===== config.mk =====
export PLATFORM = sky130hd
export DESIGN_NAME = markup_tag_scanner_core_flat
export DESIGN_NICKNAME = d
export VERILOG_FILES = /design/src/mts_pkg.sv /design/src/mts_in_if.sv /design/src/mts_out_if.sv /design/src/mts_in_stage.sv /design/src/mts_scan_engine.sv /design/src/markup_tag_scanner_core.sv /design/src/flat_wrapper.sv
export VERILOG_INCLUDE_DIRS = /design/src /design/src/src
export SDC_FILE = /design/constraint.sdc
export NUM_CORES = 1
export LEC_CHECK = 0
export ABC_AREA = 1
export BUFFER_PORTS_ARGS = -buffer_cell sky130_fd_sc_hd__clkbuf_2
export CORE_ASPECT_RATIO = 0.75
export CORE_MARGIN = 8
export CORE_UTILIZATION = 59
export CTS_BUF_LIST = sky130_fd_sc_hd__clkbuf_16
export DETAILED_ROUTE_END_ITERATION = 16
export PLACE_DENSITY = 0.88
export RECOVER_POWER = 100
export SLEW_MARGIN = 40
export SYNTH_ARGS = -nofsm -noshare
export SYNTH_HDL_FRONTEND = slang
export SYNTH_SLANG_ARGS = --single-unit

===== constraint.sdc =====
create_clock -name clk -period 9 [get_ports clk]
set_clock_uncertainty 0.05 [all_clocks]
set_input_delay 0.45 -clock clk [delete_from_list [all_inputs] [get_ports clk]]
set_output_delay 0.45 -clock clk [all_outputs]
set_load 0.02 [all_outputs]

===== src/markup_tag_scanner_core_defines.svh =====
// ----------------------------------------------------------------------------
// Markup tag scanner assertion macros
// Shared concurrent-check shorthands; expect clk and rst in scope.
// ----------------------------------------------------------------------------
`ifndef MARKUP_TAG_SCANNER_CORE_DEFINES_SVH
`define MARKUP_TAG_SCANNER_CORE_DEFINES_SVH

// same-cycle implication
`define MTS_ASSERT(label, ante, cons, msg) \
  label: assert property (@(posedge clk) disable iff (rst) (ante) |-> (cons)) \
    else $error(msg);

// next-cycle implication
`define MTS_ASSERT_NEXT(label, ante, cons, msg) \
  label: assert property (@(posedge clk) disable iff (rst) (ante) |=> (cons)) \
    else $error(msg);

`endif


===== src/mts_pkg.sv =====
// ----------------------------------------------------------------------------
// Markup tag scanner package
// Types, character constants and the per-byte phase resolution functions.
// ----------------------------------------------------------------------------
`timescale 1ns / 1ps

package mts_pkg;

  localparam int OFS_BITS   = 16;
  localparam int FIELD_BITS = 16;

  localparam logic [OFS_BITS-1:0] OFS_MAX = {OFS_BITS{1'b1}};

  localparam logic [7:0] CH_LT     = 8'h3C;
  localparam logic [7:0] CH_GT     = 8'h3E;
  localparam logic [7:0] CH_EQ     = 8'h3D;
  localparam logic [7:0] CH_SLASH  = 8'h2F;
  localparam logic [7:0] CH_COLON  = 8'h3A;
  localparam logic [7:0] CH_DQUOTE = 8'h22;
  localparam logic [7:0] CH_SQUOTE = 8'h27;
  localparam logic [7:0] CH_SPACE  = 8'h20;
  localparam logic [7:0] CH_DEL    = 8'd127;

  typedef enum logic [1:0] {
    ST_OK        = 2'd0,
    ST_MALFORMED = 2'd1,
    ST_NO_BUFFER = 2'd2,
    ST_OVERFLOW  = 2'd3
  } status_t;

  typedef enum logic [3:0] {
    PH_IDLE   = 4'd0,
    PH_SLASH  = 4'd1,
    PH_NAME0  = 4'd2,
    PH_NAME   = 4'd3,
    PH_SEP    = 4'd4,
    PH_BAD1   = 4'd5,
    PH_ATTR   = 4'd6,
    PH_BAD2   = 4'd7,
    PH_ANAME  = 4'd8,
    PH_ASP    = 4'd9,
    PH_VSP    = 4'd10,
    PH_QUOTED = 4'd11,
    PH_UNQ    = 4'd12,
    PH_TAIL   = 4'd13
  } phase_t;

  typedef enum logic [1:0] {
    ACT_NONE   = 2'd0,
    ACT_TAKE   = 2'd1,
    ACT_FAIL   = 2'd2,
    ACT_FINISH = 2'd3
  } act_kind_t;

  typedef struct packed {
    act_kind_t kind;
    status_t   status;
    phase_t    ph;
    logic      set_slash;
    logic      inc_name;
    logic      set_attr;
    logic      set_quote;
    logic      quote_val;
  } act_t;

  typedef struct packed {
    logic [7:0] byte_in;
    logic       first;
    logic       last;
  } in_word_t;

  typedef struct packed {
    status_t               status;
    logic                  closing;
    logic [FIELD_BITS-1:0] name_length;
    logic [FIELD_BITS-1:0] attr_offset;
    logic [FIELD_BITS-1:0] end_offset;
    logic                  ended_by_gt;
  } out_word_t;

  // character classes
  function automatic logic is_ws(logic [7:0] c);
    return (c == CH_SPACE) || (c >= 8'd9 && c <= 8'd13);
  endfunction

  function automatic logic is_eot(logic [7:0] c);
    return (c == CH_GT) || (c == CH_LT);
  endfunction

  function automatic logic is_ident(logic [7:0] c);
    return (c >= 8'h61 && c <= 8'h7A) || (c >= 8'h41 && c <= 8'h5A) ||
           (c >= 8'h30 && c <= 8'h39) || c == 8'h5F || c == 8'h2D;
  endfunction

  function automatic logic is_atchr(logic [7:0] c);
    return (c < CH_DEL) &&
           ((c > CH_GT) || ((c > CH_SPACE) && (c != CH_EQ) && !is_eot(c)));
  endfunction

  function automatic logic is_bad(logic [7:0] c);
    return !is_atchr(c) && !is_eot(c) && !is_ws(c);
  endfunction

  // action builders
  function automatic act_t act_take(phase_t ph);
    act_t a;
    a = '0;
    a.kind = ACT_TAKE;
    a.ph = ph;
    return a;
  endfunction

  function automatic act_t act_fail(status_t st);
    act_t a;
    a = '0;
    a.kind = ACT_FAIL;
    a.status = st;
    a.ph = PH_IDLE;
    return a;
  endfunction

  function automatic act_t act_finish();
    act_t a;
    a = '0;
    a.kind = ACT_FINISH;
    a.ph = PH_IDLE;
    return a;
  endfunction

  // Each t_* settles the byte starting from that phase, following the
  // fall-through chain until the byte is taken, ends the tag, or fails.
  function automatic act_t t_bad2(logic [7:0] c);
    act_t a;
    if (is_bad(c)) a = act_take(PH_BAD2);
    else if (is_eot(c)) a = act_finish();
    else if (is_atchr(c)) a = act_take(PH_ANAME);
    else a = act_take(PH_ASP);
    return a;
  endfunction

  function automatic act_t t_attr(logic [7:0] c);
    act_t a;
    if (is_ws(c)) a = act_take(PH_ATTR);
    else a = t_bad2(c);
    return a;
  endfunction

  function automatic act_t t_asp(logic [7:0] c);
    act_t a;
    if (is_ws(c)) a = act_take(PH_ASP);
    else if (c == CH_EQ) a = act_take(PH_VSP);
    else if (is_eot(c)) a = act_finish();
    else a = t_attr(c);
    return a;
  endfunction

  function automatic act_t t_aname(logic [7:0] c);
    act_t a;
    if (is_atchr(c)) a = act_take(PH_ANAME);
    else a = t_asp(c);
    return a;
  endfunction

  function automatic act_t t_tail(logic [7:0] c);
    act_t a;
    if (is_ws(c)) a = act_take(PH_TAIL);
    else if (is_eot(c)) a = act_finish();
    else a = t_attr(c);
    return a;
  endfunction

  function automatic act_t t_unq(logic [7:0] c);
    act_t a;
    if (!is_ws(c) && !is_eot(c)) a = act_take(PH_UNQ);
    else a = t_tail(c);
    return a;
  endfunction

  function automatic act_t t_vsp(logic [7:0] c);
    act_t a;
    if (is_ws(c)) begin
      a = act_take(PH_VSP);
    end else if (c == CH_DQUOTE || c == CH_SQUOTE) begin
      a = act_take(PH_QUOTED);
      a.set_quote = 1'b1;
      a.quote_val = (c == CH_SQUOTE);
    end else begin
      a = t_unq(c);
    end
    return a;
  endfunction

  function automatic act_t t_quoted(logic [7:0] c, logic single);
    act_t a;
    if (c == (single ? CH_SQUOTE : CH_DQUOTE)) a = act_take(PH_TAIL);
    else a = act_take(PH_QUOTED);
    return a;
  endfunction

  function automatic act_t t_bad1(logic [7:0] c);
    act_t a;
    if (is_bad(c)) begin
      a = act_take(PH_BAD1);
    end else begin
      a = t_attr(c);
      a.set_attr = 1'b1;
    end
    return a;
  endfunction

  function automatic act_t t_sep(logic [7:0] c);
    act_t a;
    if (is_ws(c) || c == CH_SLASH || c == CH_COLON) a = act_take(PH_SEP);
    else a = t_bad1(c);
    return a;
  endfunction

  function automatic act_t t_name(logic [7:0] c);
    act_t a;
    if (is_ident(c)) begin
      a = act_take(PH_NAME);
      a.inc_name = 1'b1;
    end else if (!is_ws(c) && !is_eot(c) && c != CH_SLASH && c != CH_COLON &&
                 c != CH_EQ) begin
      a = act_fail(ST_MALFORMED);
    end else begin
      a = t_sep(c);
    end
    return a;
  endfunction

  function automatic act_t t_name0(logic [7:0] c);
    act_t a;
    if (!is_ident(c)) a = act_fail(ST_MALFORMED);
    else a = t_name(c);
    return a;
  endfunction

  function automatic act_t t_slash(logic [7:0] c);
    act_t a;
    if (c == CH_SLASH) begin
      a = act_take(PH_NAME0);
      a.set_slash = 1'b1;
    end else begin
      a = t_name0(c);
    end
    return a;
  endfunction

  function automatic act_t resolve(phase_t ph, logic [7:0] c, logic single);
    act_t a;
    unique case (ph)
      PH_SLASH:  a = t_slash(c);
      PH_NAME0:  a = t_name0(c);
      PH_NAME:   a = t_name(c);
      PH_SEP:    a = t_sep(c);
      PH_BAD1:   a = t_bad1(c);
      PH_ATTR:   a = t_attr(c);
      PH_BAD2:   a = t_bad2(c);
      PH_ANAME:  a = t_aname(c);
      PH_ASP:    a = t_asp(c);
      PH_VSP:    a = t_vsp(c);
      PH_QUOTED: a = t_quoted(c, single);
      PH_UNQ:    a = t_unq(c);
      PH_TAIL:   a = t_tail(c);
      default: begin
        a = '0;
        a.kind = ACT_NONE;
        a.ph = PH_IDLE;
      end
    endcase
    return a;
  endfunction

endpackage


===== src/mts_in_if.sv =====
// ----------------------------------------------------------------------------
// Markup tag scanner byte channel
// Valid/ready channel carrying one buffer byte and its framing flags.
// ----------------------------------------------------------------------------
`timescale 1ns / 1ps

interface mts_in_if;
  logic       valid;
  logic       ready;
  logic [7:0] byte_in;
  logic       first;
  logic       last;

  modport source (output valid, output byte_in, output first, output last,
                  input ready);
  modport sink (input valid, input byte_in, input first, input last,
                output ready);
endinterface


===== src/mts_out_if.sv =====
// ----------------------------------------------------------------------------
// Markup tag scanner result channel
// Valid/ready channel carrying one scan result.
// ----------------------------------------------------------------------------
`timescale 1ns / 1ps

interface mts_out_if;
  logic        valid;
  logic        ready;
  logic [1:0]  status;
  logic        closing;
  logic [15:0] name_length;
  logic [15:0] attr_offset;
  logic [15:0] end_offset;
  logic        ended_by_gt;

  modport source (output valid, output status, output closing, output name_length,
                  output attr_offset, output end_offset, output ended_by_gt,
                  input ready);
  modport sink (input valid, input status, input closing, input name_length,
                input attr_offset, input end_offset, input ended_by_gt,
                output ready);
endinterface


===== src/mts_in_stage.sv =====
// ----------------------------------------------------------------------------
// Markup tag scanner input register
// Captures one byte word; refills in the same cycle the engine consumes it.
// ----------------------------------------------------------------------------
`timescale 1ns / 1ps

module mts_in_stage (
  input  logic              clk,
  input  logic              rst,
  mts_in_if.sink            bytes,
  input  logic              consume,
  output logic              word_valid,
  output mts_pkg::in_word_t word
);
  import mts_pkg::*;

  assign bytes.ready = !word_valid || consume;

  always_ff @(posedge clk) begin
    if (rst) begin
      word_valid <= 1'b0;
    end else if (bytes.valid && bytes.ready) begin
      word_valid <= 1'b1;
    end else if (consume) begin
      word_valid <= 1'b0;
    end
  end

  always_ff @(posedge clk) begin
    if (bytes.valid && bytes.ready) begin
      word.byte_in <= bytes.byte_in;
      word.first   <= bytes.first;
      word.last    <= bytes.last;
    end
  end

endmodule


===== src/mts_scan_engine.sv =====
// ----------------------------------------------------------------------------
// Markup tag scanner engine
// Per-byte phase update, offset counters and the result register.
// ----------------------------------------------------------------------------
`timescale 1ns / 1ps
`include "markup_tag_scanner_core_defines.svh"

module mts_scan_engine (
  input  logic              clk,
  input  logic              rst,
  input  logic              word_valid,
  input  mts_pkg::in_word_t word,
  output logic              consume,
  mts_out_if.source         tags
);
  import mts_pkg::*;

  phase_t              phase, phase_next;
  logic                quote_is_single, quote_is_single_next;
  logic [OFS_BITS-1:0] position, position_next;
  logic [OFS_BITS-1:0] name_count, name_count_next;
  logic [OFS_BITS-1:0] attr_start, attr_start_next;
  logic                slash_seen, slash_seen_next;

  logic      out_valid;
  out_word_t out_word, res;
  logic      emit;
  act_t      act;
  logic      at_max;
  logic      is_gt;
  logic      take_ok;
  logic      open_ok;
  logic      fail_clean;

  logic [OFS_BITS-1:0] attr_eff;
  logic [OFS_BITS:0]   end_pos;

  assign consume = word_valid && (!out_valid || tags.ready);
  assign act     = resolve(phase, word.byte_in, quote_is_single);
  assign at_max  = (position == OFS_MAX);
  assign is_gt   = (word.byte_in == CH_GT);
  assign open_ok = (word.byte_in == CH_LT) && !word.last;
  assign take_ok = (act.kind == ACT_TAKE) && !word.last && !at_max;
  assign attr_eff = act.set_attr ? position : attr_start;
  assign end_pos  = {1'b0, position} + {{OFS_BITS{1'b0}}, is_gt};

  // next phase
  always_comb begin
    phase_next = phase;
    if (word.first) begin
      phase_next = open_ok ? PH_SLASH : PH_IDLE;
    end else if (phase != PH_IDLE) begin
      phase_next = take_ok ? act.ph : PH_IDLE;
    end
  end

  // counters and result
  always_comb begin
    quote_is_single_next = quote_is_single;
    position_next        = position;
    name_count_next      = name_count;
    attr_start_next      = attr_start;
    slash_seen_next      = slash_seen;
    emit = 1'b0;
    res  = '0;
    if (word.first) begin
      quote_is_single_next = 1'b0;
      name_count_next      = '0;
      attr_start_next      = '0;
      slash_seen_next      = 1'b0;
      position_next        = open_ok ? {{(OFS_BITS-1){1'b0}}, 1'b1} : '0;
      if (word.byte_in != CH_LT) begin
        emit = 1'b1;
        res.status = ST_MALFORMED;
      end else if (word.last) begin
        emit = 1'b1;
        res.status = ST_NO_BUFFER;
      end
    end else if (phase != PH_IDLE) begin
      unique case (act.kind)
        ACT_TAKE: begin
          if (word.last) begin
            emit = 1'b1;
            res.status = ST_NO_BUFFER;
          end else if (at_max) begin
            emit = 1'b1;
            res.status = ST_OVERFLOW;
          end else begin
            position_next = position + 1'b1;
            if (act.inc_name) name_count_next = name_count + 1'b1;
            if (act.set_attr) attr_start_next = position;
            if (act.set_slash) slash_seen_next = 1'b1;
            if (act.set_quote) quote_is_single_next = act.quote_val;
          end
        end
        ACT_FAIL: begin
          emit = 1'b1;
          res.status = act.status;
        end
        ACT_FINISH: begin
          emit = 1'b1;
          if (is_gt && at_max) begin
            res.status = ST_OVERFLOW;
          end else begin
            res.status      = ST_OK;
            res.closing     = slash_seen;
            res.name_length = FIELD_BITS'(name_count);
            res.attr_offset = FIELD_BITS'(attr_eff);
            res.end_offset  = FIELD_BITS'(end_pos);
            res.ended_by_gt = is_gt;
          end
        end
        ACT_NONE: begin
          emit = 1'b0;
        end
      endcase
    end
  end

  always_ff @(posedge clk) begin
    if (rst) begin
      phase           <= PH_IDLE;
      quote_is_single <= 1'b0;
      position        <= '0;
      name_count      <= '0;
      attr_start      <= '0;
      slash_seen      <= 1'b0;
      out_valid       <= 1'b0;
    end else begin
      if (consume) begin
        phase           <= phase_next;
        quote_is_single <= quote_is_single_next;
        position        <= position_next;
        name_count      <= name_count_next;
        attr_start      <= attr_start_next;
        slash_seen      <= slash_seen_next;
        out_valid       <= emit;
      end else if (tags.ready) begin
        out_valid <= 1'b0;
      end
    end
  end

  always_ff @(posedge clk) begin
    if (consume && emit) begin
      out_word <= res;
    end
  end

  assign tags.valid       = out_valid;
  assign tags.status      = out_word.status;
  assign tags.closing     = out_word.closing;
  assign tags.name_length = out_word.name_length;
  assign tags.attr_offset = out_word.attr_offset;
  assign tags.end_offset  = out_word.end_offset;
  assign tags.ended_by_gt = out_word.ended_by_gt;

  assign fail_clean = !out_word.closing && out_word.name_length == '0 &&
                      out_word.attr_offset == '0 && out_word.end_offset == '0 &&
                      !out_word.ended_by_gt;

  `MTS_ASSERT(a_fail_fields_zero, out_valid && out_word.status != ST_OK, fail_clean, "failed result carries nonzero fields")
  `MTS_ASSERT_NEXT(a_emit_goes_idle, consume && emit, phase == PH_IDLE, "scan not idle after result")
  `MTS_ASSERT(a_name_within_pos, 1'b1, name_count <= position, "name count ran past position")
  `MTS_ASSERT(a_attr_within_pos, 1'b1, attr_start <= position, "attribute start ran past position")

endmodule


===== src/markup_tag_scanner_core.sv =====
// ----------------------------------------------------------------------------
// Markup tag scanner core
// Streaming scanner that validates one markup element per flagged start byte.
// ----------------------------------------------------------------------------
// Takes one byte word per cycle, back to back, while results are taken, and
// answers each finished or failed element with one result word; the byte
// that ends it passes through the input register and then the result
// register. The throughput is one byte per clock while results drain, set by
// the scanner state update that every byte passes through; a stalled result
// stops intake only once the input register is also full.
`timescale 1ns / 1ps

module markup_tag_scanner_core (
  input  logic       clk,
  input  logic       rst,
  mts_in_if.sink     bytes,
  mts_out_if.source  tags
);
  import mts_pkg::*;

  logic     word_valid;
  in_word_t word;
  logic     consume;

  mts_in_stage u_in_stage (
    .clk        (clk),
    .rst        (rst),
    .bytes      (bytes),
    .consume    (consume),
    .word_valid (word_valid),
    .word       (word)
  );

  mts_scan_engine u_scan_engine (
    .clk        (clk),
    .rst        (rst),
    .word_valid (word_valid),
    .word       (word),
    .consume    (consume),
    .tags       (tags)
  );

endmodule


===== src/flat_wrapper.sv =====
// flat-port wrapper written by rule: the top's interface ports become plain ports
module markup_tag_scanner_core_flat import mts_pkg::*;
  (clk, rst, bytes_valid, bytes_byte_in, bytes_first, bytes_last, bytes_ready, tags_valid, tags_status, tags_closing, tags_name_length, tags_attr_offset, tags_end_offset, tags_ended_by_gt, tags_ready);
  mts_in_if bytes_i ();
  mts_out_if tags_i ();
  input  logic clk;
  input  logic rst;
  input wire logic [$bits(bytes_i.valid)-1:0] bytes_valid;
  input wire logic [$bits(bytes_i.byte_in)-1:0] bytes_byte_in;
  input wire logic [$bits(bytes_i.first)-1:0] bytes_first;
  input wire logic [$bits(bytes_i.last)-1:0] bytes_last;
  output wire logic [$bits(bytes_i.ready)-1:0] bytes_ready;
  output wire logic [$bits(tags_i.valid)-1:0] tags_valid;
  output wire logic [$bits(tags_i.status)-1:0] tags_status;
  output wire logic [$bits(tags_i.closing)-1:0] tags_closing;
  output wire logic [$bits(tags_i.name_length)-1:0] tags_name_length;
  output wire logic [$bits(tags_i.attr_offset)-1:0] tags_attr_offset;
  output wire logic [$bits(tags_i.end_offset)-1:0] tags_end_offset;
  output wire logic [$bits(tags_i.ended_by_gt)-1:0] tags_ended_by_gt;
  input wire logic [$bits(tags_i.ready)-1:0] tags_ready;
  assign bytes_i.valid = bytes_valid;
  assign bytes_i.byte_in = bytes_byte_in;
  assign bytes_i.first = bytes_first;
  assign bytes_i.last = bytes_last;
  assign bytes_ready = bytes_i.ready;
  assign tags_valid = tags_i.valid;
  assign tags_status = tags_i.status;
  assign tags_closing = tags_i.closing;
  assign tags_name_length = tags_i.name_length;
  assign tags_attr_offset = tags_i.attr_offset;
  assign tags_end_offset = tags_i.end_offset;
  assign tags_ended_by_gt = tags_i.ended_by_gt;
  assign tags_i.ready = tags_ready;
  markup_tag_scanner_core u_core (.clk(clk), .rst(rst), .bytes(bytes_i), .tags(tags_i));
endmodule

==> impl_metrics.yaml <==
run_status:
  outcome: "complete, but fails checks"
  failed_checks: "max-capacitance violations, max-slew violations"
cts:
  cts_max_path_buffers: 2
  h-tree-depth: 4
  cts_root_buffer: "sky130_fd_sc_hd__clkbuf_16"
  cts_setup_buffers: 0
  path_clk_slew_ns: 0.06
  cts_resized: 0
  cts_inserted_buffers: 17
  worst_skew_pair_later_pin_latency_ns: 0.43
  cts.sink_count: 118
  cts_hold_buf: 0
  cts_tree: "built"
route:
  dr.pass1.iters: 6
  detail_route.iter0.violations: 887
  detail_route.vias_per_cell: 5.68
  detail_route.wirelength_um: 16800
  drc: 0
  routed_wire_length_per_instance_um: 15.6
  antenna_left: 0
  overall_via_count_from_detail_route: 6121
power_and_ir_drop:
  peakVddDrop_mv: 0.120
  total_power_draw_uw: 1360
  power.static_leakage_uw: 0.00259
  power.density_cell_area_nw_per_um2: 185
setup_path:
  critical_path_arrival_ns: 5.91
  worst-path-buf-inv: 3
  cp_num_cells: 10
  path_common_cell: "sky130_fd_sc_hd__nand2_1"
  crit_path_top_delay_cell: "sky130_fd_sc_hd__clkbuf_1"
  endpoint_kind: "flip-flop"
  critical-path-max-stage-delay_ns: 1.49
  critical-path-top-delay-family: "buffers and inverters"
  worst_r2r_path_depth: 10
  startpoint_type: "flip-flop"
  timing_worst_setup_path_type: "reg -> reg"
  cp_max_fo: 45
  worstPathCellList: "clkbuf_1, inv_1, nand3_1, nand3_1, a21oi_1, nand2_1, inv_1, nand2_1, nand2_1, nor2_1"
  crit_required_ns: 9.16
layout:
  nets: 942
  final_layout_size_suffix_gt1_share_pct: 6.83
  syn2layout_area_growth_pct: 13.5
  layout.cell_area.non_filler_sq_um: 7360
  fin_util_pct: 68.1
  n_fill_cell: 909
  n_antenna_cell: 0
  final-instance-count-excl-fill: 1077
logic_synthesis:
  yosys_register_bits: 118
  postSynthCellCount: 868
  cell_taking_the_most_area_after_synthesis: "sky130_fd_sc_hd__edfxtp_1"
  synth.cell_area_sq_um: 6490
  mean_area_per_synthesized_cell_sq_um: 7.48
  ys_seq_area_share_pct: 46.0
  synth-async-reset-ratio_pct: 0
  postSynthNetCount: 886
  synth_edf_count: 62
  synth_ff_type: "sky130_fd_sc_hd__edfxtp_1"
  synthMostInstantiatedCell: "sky130_fd_sc_hd__nand2_1"
  synth.yosys.warnings: 0
  synth.top_cells.by_area: "sky130_fd_sc_hd__edfxtp_1 29%, sky130_fd_sc_hd__dfxtp_1 17%, sky130_fd_sc_hd__nand2_1 12%, sky130_fd_sc_hd__nor2_1 9.3%, sky130_fd_sc_hd__inv_1 4.7%"
  synth.lib_cells_used.distinct: 38
  netlist_top_cells_count: "201 x sky130_fd_sc_hd__nand2_1, 160 x sky130_fd_sc_hd__nor2_1, 81 x sky130_fd_sc_hd__inv_1"
  synth.top_cell.area_share_pct: 28.7
sta:
  timing.setup.tns_ns: 0
  post-route-period-util_pct: 63.8
  worst_pin_slew_ns: 2.68
  worst_max_slew_margin_expressed_relative_to_the_limit_pct: -78.5
  grt_setup_unrepaired: "no"
  fin_crit_ns: 5.75
  report.final.hold_viol_count: 0
  drv_slew: 154
  maximum_clock_frequency_ghz: 0.174
  final_number_of_setup_violating_endpoints: 0
job:
  maxCapViolations: 3
floorplanning:
  design.portCount: 68
  initial_core_util_pct: 60.0
  die-width_um: 137
  die-area_sq_um: 14600
  placeableCoreArea_sq_um: 10800
  die-height_um: 107
  placement_rows: 33
global_routing:
  grt_start_max_net_pins: 55
  grt.total_usage_pct: 23.0
  grt_first_pass_wirelength_um: 27100
  grt_overflow: 0
  met2_usage_pct: 33.7
  groute.layer.met3.usage_pct: 6.64
  groute.layer.met1.usage_pct: 31.8
  via_count_of_the_first_global_routing_pass: 5562
  grt_most_used_layer: "met2"
  initial_antenna_violation_count: 0
placement:
  placed_cells: 1045
  dp_hpwl_um: 11400
  post_dp_cell_area_sq_um: 6880
  portBuffers: 67
  globalplace.congestion: 0.983
worst_hold_path:
  timing.hold.worst_path_depth: 1
  worst_hold_path_class: "in -> reg"
-- cell families after synthesis --
kind of cell / synth area share, %
buf+inv: 7.81
fa+ha+maj: 0.771
simple gates: 31.7
xor+xnor: 4.45
flops: 46.0
compound gates: 9.28
-- state kept, by name, summed over array words and instances, names as in the netlist, 4 cells and up --
signal                                 cells
u_core.u_scan_engine.tags.name_length     16
u_core.u_scan_engine.phase                 4
u_core.u_scan_engine.name_count           16
u_core.u_scan_engine.tags.attr_offset     16
u_core.u_scan_engine.position             16
u_core.u_scan_engine.attr_start           16
u_core.u_scan_engine.tags.end_offset      16
u_core.u_in_stage.word                    10
-- report_power, final --
group / switching [uW] / total [uW] / internal [uW] / leakage (uW)
logic: 43.5 / 55.3 / 11.7 / 0.00119
clock network: 262 / 727 / 465 / 0.000307
registers: 5.38 / 577 / 572 / 0.00109
total: 311 / 1360 / 1050 / 0.00259
-- final cells by class --
cell class / instances / area [sq um] / area share, %
well taps: 140 / 175 / 2.38
inverters: 91 / 343 / 4.66
multi-input cells: 624 / 2950 / 40.1
clock inverters: 15 / 201 / 2.74
clock buffers: 17 / 425 / 5.78
flip-flops and latches: 118 / 2980 / 40.5
repair buffers: 72 / 285 / 3.87
-- through the flow --
stage          hold WS (ns)  worst slack [ns]
5_1_grt               0.142              2.85
6_report              0.140              3.25
2_1_floorplan         0.386              5.82
3_3_place_gp          0.400              5.51
3_5_place_dp          0.410              5.45
4_1_cts               0.145              5.42
-- final timing paths --
kind	slack (ns)	start	endpoint
setup / recovery	3.25	u_core.u_in_stage.word[1]	u_core.u_scan_engine.position[1]
hold reg to reg	0.42	u_core.u_scan_engine.attr_start[13]	u_core.u_scan_engine.attr_start[13]
hold / removal	0.14	bytes_byte_in[6]	u_core.u_in_stage.word[8]
setup reg to reg	3.25	u_core.u_in_stage.word[1]	u_core.u_scan_engine.position[1]
-- metal layers --
layer	vias up	share of wire (%)
met1	2797	43
li1	2958	-
met5	-	0
met3	32	11
met4	0	1.7
met2	334	43
-- cell usage in the layout (no fill, tap or decap), types with 2 or more instances in the layout --
master / netlist / routed
sky130_fd_sc_hd__xor2_1: 32 / 32
sky130_fd_sc_hd__nor4_1: 6 / 6
sky130_fd_sc_hd__nor3b_1: 2 / 3
sky130_fd_sc_hd__nor2_2: 5 / 2
sky130_fd_sc_hd__inv_1: 81 / 84
sky130_fd_sc_hd__clkinv_4: 0 / 3
sky130_fd_sc_hd__dfxtp_1: 56 / 56
sky130_fd_sc_hd__a21oi_2: 10 / 4
sky130_fd_sc_hd__a21oi_1: 55 / 61
sky130_fd_sc_hd__inv_6: 0 / 4
sky130_fd_sc_hd__a22oi_1: 2 / 2
sky130_fd_sc_hd__nand4_1: 32 / 33
sky130_fd_sc_hd__o21ai_0: 33 / 33
sky130_fd_sc_hd__nor2_4: 3 / 3
sky130_fd_sc_hd__nand2_2: 5 / 4
sky130_fd_sc_hd__nand2_1: 201 / 202
sky130_fd_sc_hd__o22ai_1: 2 / 2
sky130_fd_sc_hd__nand3_1: 40 / 41
sky130_fd_sc_hd__bufinv_16: 0 / 4
sky130_fd_sc_hd__inv_2: 10 / 7
sky130_fd_sc_hd__nor3_1: 19 / 19
sky130_fd_sc_hd__clkbuf_1: 17 / 60
sky130_fd_sc_hd__edfxtp_1: 62 / 62
sky130_fd_sc_hd__nor2_1: 160 / 163
sky130_fd_sc_hd__clkbuf_2: 1 / 12
sky130_fd_sc_hd__ha_1: 4 / 4
sky130_fd_sc_hd__clkbuf_16: 0 / 17
Power figures use the tool's default switching activity.
